$ cat src/design/olct_ram.sv
module olct_ram #(
	parameter int WIDTH = 8,
	parameter int DEPTH = 16
) (
	input  logic                     clk,
	input  logic                     we,
	input  logic [$clog2(DEPTH)-1:0] waddr,
	input  logic [WIDTH-1:0]         wdata,
	input  logic [$clog2(DEPTH)-1:0] raddr,
	output logic [WIDTH-1:0]         rdata
);

	logic [WIDTH-1:0] mem [DEPTH];

	always_ff @(posedge clk) begin
		if (we) begin
			mem[waddr] <= wdata;
		end
		rdata <= mem[raddr];
	end

endmodule

$ cat config.mk
export PLATFORM = sky130hd
export DESIGN_NAME = olct_ram
export DESIGN_NICKNAME = d
export VERILOG_FILES = /design/src/design/olct_ram.sv
export SDC_FILE = /design/constraint.sdc
export NUM_CORES = 1
export LEC_CHECK = 0
export BUFFER_PORTS_ARGS = -buffer_cell sky130_fd_sc_hd__buf_2
export CORE_MARGIN = 10
export CORE_UTILIZATION = 50
export CTS_CLUSTER_DIAMETER = 100
export DETAILED_ROUTE_END_ITERATION = 12
export GPL_TIMING_DRIVEN = 0
export PLACE_DENSITY = 0.72
export SETUP_SLACK_MARGIN = 0.4
export SLEW_MARGIN = 20
export SYNTH_ARGS = -nofsm -noshare
export SYNTH_HDL_FRONTEND = slang
export SYNTH_SLANG_ARGS = --single-unit
export TNS_END_PERCENT = 1
$ cat constraint.sdc
create_clock -name clk -period 2.2 [get_ports clk]
set_input_delay 0 -clock clk [delete_from_list [all_inputs] [get_ports clk]]
set_output_delay 0 -clock clk [all_outputs]
set_load 0.01 [all_outputs]
==> flow_summary.json, run 1 <==
{
  "antenna_found_initial": 0,
  "yosysWarnings": 0,
  "grt_max_degree": 17,
  "wirelength_um": 10500,
  "vias": 2521,
  "synth-seq-cells": 136,
  "ant_nets": 0,
  "grt_pass1_wl_um": 15900,
  "cp_slowest_cell": "nor2_1",
  "wire_per_inst_um": 24.5,
  "hpwl_um": 6360,
  "synth-seq-area-share_pct": 77.8,
  "tightest_slew_ps": 959,
  "cp_num_buf_inv": 2,
  "yosysTopAreaCell": "edfxtp_1",
  "tns_ps": 0,
  "layout_common_cells": "edfxtp_1, buf_2, mux4_2",
  "cap_violations": 0,
  "setup_ws_ps": 683,
  "period_minus_slack_ps": 1520,
  "crit_required_ps": 2340,
  "core-area_um2": 9910,
  "worstSkewPairLatency_ps": 520,
  "post-place-ws_ps": 407,
  "critPathCaptureType": "register",
  "rsz0062_at_grt": "no",
  "io_pins": 26,
  "drive_above_1_share_pct": 29.8,
  "synth.distinct_cells": 19,
  "cts_tree": "done",
  "hp-class": "input port to register",
  "yosysTopAreaCellShare_pct": 74.7,
  "synth.avg_cell_area_um2": 22.5,
  "dr.pass1.iters": 5,
  "rows": 36,
  "cts-root-buf": "clkbuf_8",
  "cp-start-kind": "input port",
  "outcome": "finished clean",
  "final_common_cell": "edfxtp_1",
  "drt-initial-drc-count": 217,
  "cts_resized": 0,
  "die_y_um": 121,
  "htreeDepth": 4,
  "power.leakage_uw": 0.00204,
  "num-fill-cells": 694,
  "swShare_pct": 21.8,
  "io_buffer_count": 24,
  "ir_drop_v": 0.000627,
  "relSlewSlack_pct": 35.8,
  "synthTopCellsByArea": "edfxtp_1, mux4_2, mux4_1",
  "clk_pin_slew_worst_paths_ps": 60,
  "path_delay_family": "simple AND/OR/NAND/NOR gates",
  "initial_core_util_pct": 51.9,
  "synthCells": 229,
  "mappedNetlistNets": 247,
  "crit_chain": "dlygate4sd3_1 > buf_2 > nand2b_1 > nor2_1",
  "p_int_uw": 4520,
  "slowest_delay_ps": 730,
  "finClkSkew_ps": 8.05,
  "fp.dieW_um": 121,
  "arrival_ps": 1660,
  "grt_remaining_overflow": 0,
  "final_max_slew_viol_count": 0,
  "cts_max_path_buffers": 2,
  "cts_inserted_buffers": 17,
  "area_growth_pct": 18.4,
  "clkSinkCount": 136,
  "die-area_um2": 14800,
  "layout.nets": 300,
  "fin_crit_sh_pct": 69.0,
  "gp_congestion": 0.738,
  "diodes": 0,
  "crit_type": "input port to register",
  "synth_area_um2": 5150,
  "finalSetupViolCount": 0,
  "pwr-share-clk_pct": 44.5,
  "switchingPower_uw": 1260,
  "power_density_nw_per_um2": 948,
  "timing.fmax_mhz": 659,
  "remaining_drc_errors": 0,
  "grt_pass1_vias": 2613,
  "final_hold_viol_count": 0,
  "p_comb_share_pct": 5.1,
  "via_per_inst": 5.89,
  "seq_power_share_pct": 50.4,
  "worstPathMaxFanout": 8,
  "gr-usage-all-layers_pct": 14.9
}
## cell usage after synthesis
cell type,n
edfxtp_1,128
mux4_2,18
a22oi_1,16
mux4_1,14
nor2_1,13
nand2_1,9
dfxtp_1,8
nor3_1,4
buf_2,3
buf_6,3
clkdlybuf4s25_2,3
nand2b_1,2
nand3b_1,2
and2_1,1
and2b_1,1
buf_4,1
nand3_1,1
nor2b_1,1
or3b_2,1
## metrics by stage
stage | total power [uW] | hold slack [ps] | cells | cell area (um^2) | util [%]
final | 5780 | 44.0 | 428 | 6100 | 61.5
after global routing | 5940 | 41.1 | 428 | 6100 | 61.5
after CTS | 5810 | 17.7 | 428 | 6100 | 61.5
after detailed placement | 3250 | 398 | 386 | 5450 | 55.0
after global placement | 3230 | 390 | 386 | 5430 | 54.8
after floorplan | 3120 | 98.9 | 229 | 5150 | -
## final timing paths
| path | to | slack [ps] | start | cells past startpoint |
|---|---|---|---|---|
| worst max-delay path | mem[1][2] | 680 | waddr[1] | 4 |
| worst min-delay path | rdata[7] | 40 | raddr[0] | 4 |
| worst max register to register | rdata[4] | 810 | mem[2][4] | 3 |
| worst min register to register | rdata[3] | 690 | mem[0][3] | 3 |
## cells by family (layout without fill, tap and decap cells)
kind of cell | count (synthesis) | after routing | share of synthesized area [%]
and+or+nand+nor | 35 | 35 | 3.18
muxes | 32 | 32 | 15.0
AOI/OAI and AO/OA | 16 | 16 | 2.33
buffers and inverters | 10 | 76 | 1.68
DFF | 136 | 136 | 77.8
## power by group through the flow
| stage | Sequential [uW] | Combinational (uW) | Clock (uW) |
|---|---|---|---|
| after global placement | 2960 | 273 | 0 |
| after CTS | 2910 | 299 | 2600 |
| after detailed placement | 2970 | 282 | 0 |
| after floorplan | 2970 | 147 | 0 |
| final | 2910 | 296 | 2570 |
| after global routing | 2920 | 318 | 2710 |
## tightest hold or removal path: cells and delay by family
family,cells,cell delay [ps]
AOI/OAI and AO/OA,1,90
muxes,1,220
buffers and inverters,1,110
and+or+nand+nor,1,110
## area by class of cell
class | count | area, um^2 | share of cell area (%)
Clock buffer | 17 | 414 | 6.79
Timing Repair Buffer | 34 | 220 | 3.61
Buffer | 10 | 86.3 | 1.42
Tap cell | 133 | 166 | 2.73
Clock inverter | 15 | 129 | 2.11
Multi-Input combinational cell | 83 | 1080 | 17.7
Sequential cell | 136 | 4000 | 65.7
## registers in the layout, indices dropped and copies added (netlist names)
signal,cells
rdata,8
mem,128
## per-layer routing
metal  routed length [um]  vias to the layer above  part of all wire (%)  track usage, %
met1                 4460                     1310                    42            19.5
met5                    0                        -                     0               0
met3                  845                       10                   8.0            4.70
met4                   94                        0                  0.89            4.25
li1                     -                     1080                     -               -
met2                 5110                      121                    49            23.3
## timing repair
item                      in CTS  in global routing
hold endpoints to repair     160                  0
buffers inserted               0                  0
hold buffers                  10                  0
(Power assumes the default switching activity.)
==> inputs of run 2 (changes only) <==
--- a/config.mk
+++ b/config.mk
@@ -5,6 +5,7 @@
 export SDC_FILE = /design/constraint.sdc
 export NUM_CORES = 1
 export LEC_CHECK = 0
+export ABC_AREA = 1
 export BUFFER_PORTS_ARGS = -buffer_cell sky130_fd_sc_hd__buf_2
 export CORE_MARGIN = 10
 export CORE_UTILIZATION = 50
==> constraint.sdc (replaced) <==
create_clock -name clk -period 1.4 [get_ports clk]
set_input_delay 0 -clock clk [delete_from_list [all_inputs] [get_ports clk]]
set_output_delay 0 -clock clk [all_outputs]
set_load 0.01 [all_outputs]
==> run 2 against run 1 <==
  * Wire length rose by 28%
  * Critical path depth fell by 1
  * Hold slack got worse by 35 ps
  * Clock-buffer cell count rose by 1
  * Die area rose by 10%
  * Register-to-register slack got worse by 440 ps
  * Power rose by 77%
  * Combinational power rose by 100%
  * Synthesized cell count rose by 140%
  * Highest routed layer unchanged
  * Non-clock buffer count rose by 5
==> flow_summary.json, run 2 <==
{
  "cap_violations": 0,
  "wirelength_um": 13500,
  "htreeDepth": 4,
  "final_max_slew_viol_count": 0,
  "worstPathMaxFanout": 8,
  "synth_area_um2": 5770,
  "relSlewSlack_pct": 36.6,
  "drive_above_1_share_pct": 13.2,
  "crit_required_ps": 1440,
  "io_buffer_count": 22,
  "fin_crit_sh_pct": 80.0,
  "hp-class": "input port to register",
  "rsz0062_at_grt": "yes",
  "synthArstFlopShare_pct": 0,
  "io_pins": 26,
  "ant_nets": 0,
  "area_growth_pct": 17.3,
  "grt_pass1_vias": 3827,
  "finalSetupViolCount": 0,
  "mappedNetlistNets": 569,
  "hpwl_um": 8720,
  "cts-root-buf": "clkbuf_16",
  "cp-start-kind": "input port",
  "worstSkewPairLatency_ps": 420,
  "startpoint": "waddr[3]",
  "critPathCaptureType": "register",
  "initial_core_util_pct": 50.7,
  "final_common_cell": "nand2_1",
  "yosysTopAreaCell": "edfxtp_1",
  "yosysTopAreaCellShare_pct": 66.7,
  "synth_common_cells": "nand2_1, edfxtp_1, inv_1",
  "gp_congestion": 0.851,
  "arrival_ps": 1160,
  "post-place-ws_ps": -133,
  "gr-usage-all-layers_pct": 17.3,
  "rows": 39,
  "cts_max_path_buffers": 2,
  "synth_edf_count": 128,
  "fp.dieW_um": 127,
  "synth.distinct_cells": 12,
  "synth-seq-area-share_pct": 69.4,
  "vias": 3948,
  "power.leakage_uw": 0.00295,
  "timing.fmax_mhz": 893,
  "power_density_nw_per_um2": 1510,
  "rr_startpoint": "mem[14][0]",
  "num-fill-cells": 901,
  "layout.nets": 613,
  "final_hold_viol_count": 0,
  "post_cts_buffers": 0,
  "outcome": "finished clean",
  "synthFlopType": "edfxtp_1",
  "setup_ws_ps": 280,
  "cts_tree": "done",
  "synthTopCellsByArea": "edfxtp_1, nand2_1, nand3_1",
  "drt-initial-drc-count": 445,
  "tightest_slew_ps": 947,
  "top_register": "mem",
  "synth.avg_cell_area_um2": 10.5,
  "tns_ps": 0,
  "diodes": 0,
  "ir_drop_v": 0.000709,
  "finClkSkew_ps": 8.41,
  "grt_max_degree": 17,
  "layout_common_cells": "nand2_1, edfxtp_1, inv_1",
  "multi_input_comb_area_um2": 1220,
  "core-area_um2": 11400,
  "synthMostInstantiatedCell": "nand2_1",
  "largestRegisters": "mem (128), rdata (8)",
  "largest_reg_flops": 128,
  "via_per_inst": 5.26,
  "dr.pass1.iters": 5,
  "remaining_drc_errors": 0,
  "antenna_found_initial": 0,
  "clkSinkCount": 136,
  "cts_inserted_buffers": 17,
  "synth-seq-cells": 136,
  "crit_type": "input port to register",
  "register_area_um2": 4000,
  "synthCells": 551,
  "grt_remaining_overflow": 0,
  "grt_pass1_wl_um": 21100,
  "clk_pin_slew_worst_paths_ps": 60,
  "wire_per_inst_um": 18.0,
  "yosysWarnings": 0,
  "die_y_um": 127,
  "die-area_um2": 16200,
  "hold_start": "wdata[5]",
  "period_minus_slack_ps": 1120
}
[run 2: metrics by stage]
step	total power, uW	area [um^2]	utilization [%]	hold WS (ps)	std cells
2_1_floorplan	4990	5770	-	98.9	551
3_3_place_gp	5230	6060	53.3	401	716
3_5_place_dp	5240	6060	53.3	399	716
4_1_cts	10200	6760	59.5	4.08	751
5_1_grt	10500	6770	59.5	1.49	751
6_report	10200	6770	59.5	8.90	751
[run 2: cell type report]
type,instances,share of cell area [%]
Buffer,24,2.46
Clock buffer,18,6.34
Clock inverter,14,3.62
Inverter,102,5.66
Multi-Input combinational cell,289,18.0
Sequential cell,136,59.2
Tap cell,143,2.64
Timing Repair Buffer,25,2.07
[run 2: per-layer routing]
metal / vias to the layer above / track usage, % / share of wire, %
li1: 1868 / - / -
met1: 1833 / 22.6 / 41
met2: 212 / 25.7 / 47
met3: 35 / 4.84 / 9.4
met4: 0 / 9.04 / 2.8
met5: - / 0 / 0
[run 2: logic make-up (layout without fill, tap and decap cells)]
family / count (synthesis) / count (layout) / share of synthesized area (%)
buffers and inverters: 126 / 183 / 9.52
flip-flops: 136 / 136 / 69.4
AND/OR/NAND/NOR: 289 / 289 / 21.0
[run 2: path summary, 6_finish.rpt]
path,endpoint,slack (ps),cells after the start
worst max-delay path,mem[4][5],280,3
worst min-delay path,mem[11][5],9,1
worst min register to register,rdata[1],700,6
worst max register to register,rdata[0],370,6
[run 2: what timing repair did]
action / in CTS / in global routing
gates resized for setup: 1 / 1
hold endpoints to repair: 48 / 0
endpoints found under the setup margin: 25 / 59
pin swaps: 0 / 0
cloned: 0 / 0
hold buffers: 3 / 0
[run 2: critical path, stage by stage]
cell	delay, ps
buf_2	120
nand3b_1	280
nor2_1	760
[run 2: power by group]
part           internal (uW)  total (uW)  leakage, uW  switching (uW)
clock network           3350        5050     0.000325            1690
logic                    181         599      0.00140             418
registers               4550        4580      0.00122            23.7
==> inputs of run 3 (changes only) <==
==> constraint.sdc (replaced) <==
create_clock -name clk -period 1.1 [get_ports clk]
set_input_delay 0 -clock clk [delete_from_list [all_inputs] [get_ports clk]]
set_output_delay 0 -clock clk [all_outputs]
set_load 0.01 [all_outputs]
==> run 3 against run 2 <==
  * Critical path depth rose by 3
  * Via count is 0.73% higher
  * Sequential share of layout area is 1.1 points lower
  * First-iteration DRC count increased by 7.2%
  * Power grew 20%
  * Hold slack worse by 8.9 ps
  * Sequential power increased by 27%
  * Utilization increased by 1.2 points
  * Wire length increased by 4.0%
  * Cell count is 0.13% lower
  * Register-to-register slack got worse by 260 ps
  * Non-clock buffer count did not move
==> flow_summary.json, run 3 (synthesis gave the netlist of run 2 again) <==
{
  "initial_core_util_pct": 50.7,
  "rsz0062_at_grt": "yes",
  "tns_ps": 0,
  "grt_pass1_wl_um": 21800,
  "antenna_found_initial": 0,
  "cp_slowest_cell": "edfxtp_1",
  "diodes": 0,
  "grt_pass1_vias": 4057,
  "clk_pin_slew_worst_paths_ps": 60,
  "arrival_ps": 1300,
  "largest_reg_flops": 128,
  "cap_violations": 0,
  "cp-start-kind": "register",
  "crit_required_ps": 1410,
  "post_cts_buffers": 0,
  "rows": 39,
  "wirelength_um": 14000,
  "dr.pass1.iters": 7,
  "setup_ws_ps": 113,
  "htreeDepth": 4,
  "gr-usage-all-layers_pct": 17.8,
  "clkSinkCount": 136,
  "power.leakage_uw": 0.00297,
  "timing.fmax_mhz": 1010,
  "via_per_inst": 5.30,
  "final_common_cell": "nand2_1",
  "core-area_um2": 11400,
  "fp.dieW_um": 127,
  "cts_max_path_buffers": 2,
  "layout.nets": 613,
  "relSlewSlack_pct": 56.0,
  "gp_congestion": 0.891,
  "fin_crit_sh_pct": 89.7,
  "wire_per_inst_um": 18.7,
  "drive_above_1_share_pct": 22.6,
  "die-area_um2": 16200,
  "holdPathStages": 1,
  "worstSkewPairLatency_ps": 420,
  "finalSetupViolCount": 0,
  "area_growth_pct": 19.6,
  "tightest_slew_ps": 661,
  "worstPathMaxFanout": 1,
  "period_minus_slack_ps": 987,
  "power_density_nw_per_um2": 1780,
  "grt_max_degree": 17,
  "drt-initial-drc-count": 477,
  "critPathCaptureType": "register",
  "cts_inserted_buffers": 17,
  "startpoint": "mem[8][4]",
  "final_area_um2": 6900,
  "crit_chain": "inv_1 > nand2_1 > nand3_2 > nand3_1 > nand3_2 > nand2_2",
  "largestRegisters": "mem (128), rdata (8)",
  "io_pins": 26,
  "hold_start": "wdata[6]",
  "outcome": "finished clean",
  "ir_drop_v": 0.000948,
  "hp-class": "input port to register",
  "rr_startpoint": "mem[8][4]",
  "final_max_slew_viol_count": 0,
  "ant_nets": 0,
  "io_buffer_count": 22,
  "die_y_um": 127,
  "cts_tree": "done",
  "remaining_drc_errors": 0,
  "crit_top_cell": "nand3_2",
  "place_area_um2": 6100,
  "vias": 3977,
  "worst-r2r-cell-count": 6,
  "slowest_delay_ps": 390,
  "layout_common_cells": "nand2_1, edfxtp_1, inv_1",
  "finClkSkew_ps": 7.25,
  "grt_remaining_overflow": 0,
  "final_hold_viol_count": 0,
  "hpwl_um": 8870,
  "crit_type": "register to register",
  "top_register": "mem",
  "cts-root-buf": "clkbuf_16",
  "post-place-ws_ps": -249
}
run 3: path summary, 6_finish.rpt:
kind | end | slack, ps
worst max register to register | rdata[4] | 110
worst min-delay path | mem[14][6] | 0.01
worst min register to register | rdata[3] | 700
worst max-delay path | rdata[4] | 110
run 3: critical path: cells and delay by family, from the launching register on:
family,cells,cell delay (ps)
flops,1,390
simple gates,5,390
buf+inv,1,90
run 3: final cells by class:
cell class / count / area (um^2)
timing repair buffer: 25 / 140
multi-input combinational: 289 / 1440
buffer: 24 / 166
clock inverter: 13 / 155
clock buffer: 18 / 429
tap: 143 / 179
fill: 910 / 4470
inverter: 102 / 383
sequential: 136 / 4000
run 3: metal layers:
metal / vias to the layer above / share of wire (%) / global-route usage [%]
met1: 1872 / 42 / 22.9
met3: 35 / 7.7 / 3.35
li1: 1862 / - / -
met2: 208 / 47 / 27.9
met5: - / 0 / 0
met4: 0 / 3.4 / 9.58
run 3: repair_timing:
action                                  CTS  global route
hold buffers                              3             0
pin swaps                                 6            16
endpoints found under the setup margin   96           144
gates resized for setup                  17            29
hold endpoints to repair                 33             0
run 3: per-stage QoR:
stage / hold slack (ps) / instances / util, % / total power [uW]
final: 0.0143 / 750 / 60.7 / 12300
after global routing: 23.1 / 750 / 60.7 / 12600
after CTS: 0.355 / 750 / 59.7 / 12300
after detailed placement: 399 / 716 / 53.6 / 6690
after global placement: 401 / 716 / 53.6 / 6670
after floorplan: 98.9 / 551 / - / 6360
run 3: report_power, final:
part / switching, uW / leakage, uW / internal [uW]
clock: 2060 / 0.000283 / 3530
sequential: 28.6 / 0.00122 / 5790
combinational: 597 / 0.00146 / 256
total: 2690 / 0.00297 / 9580
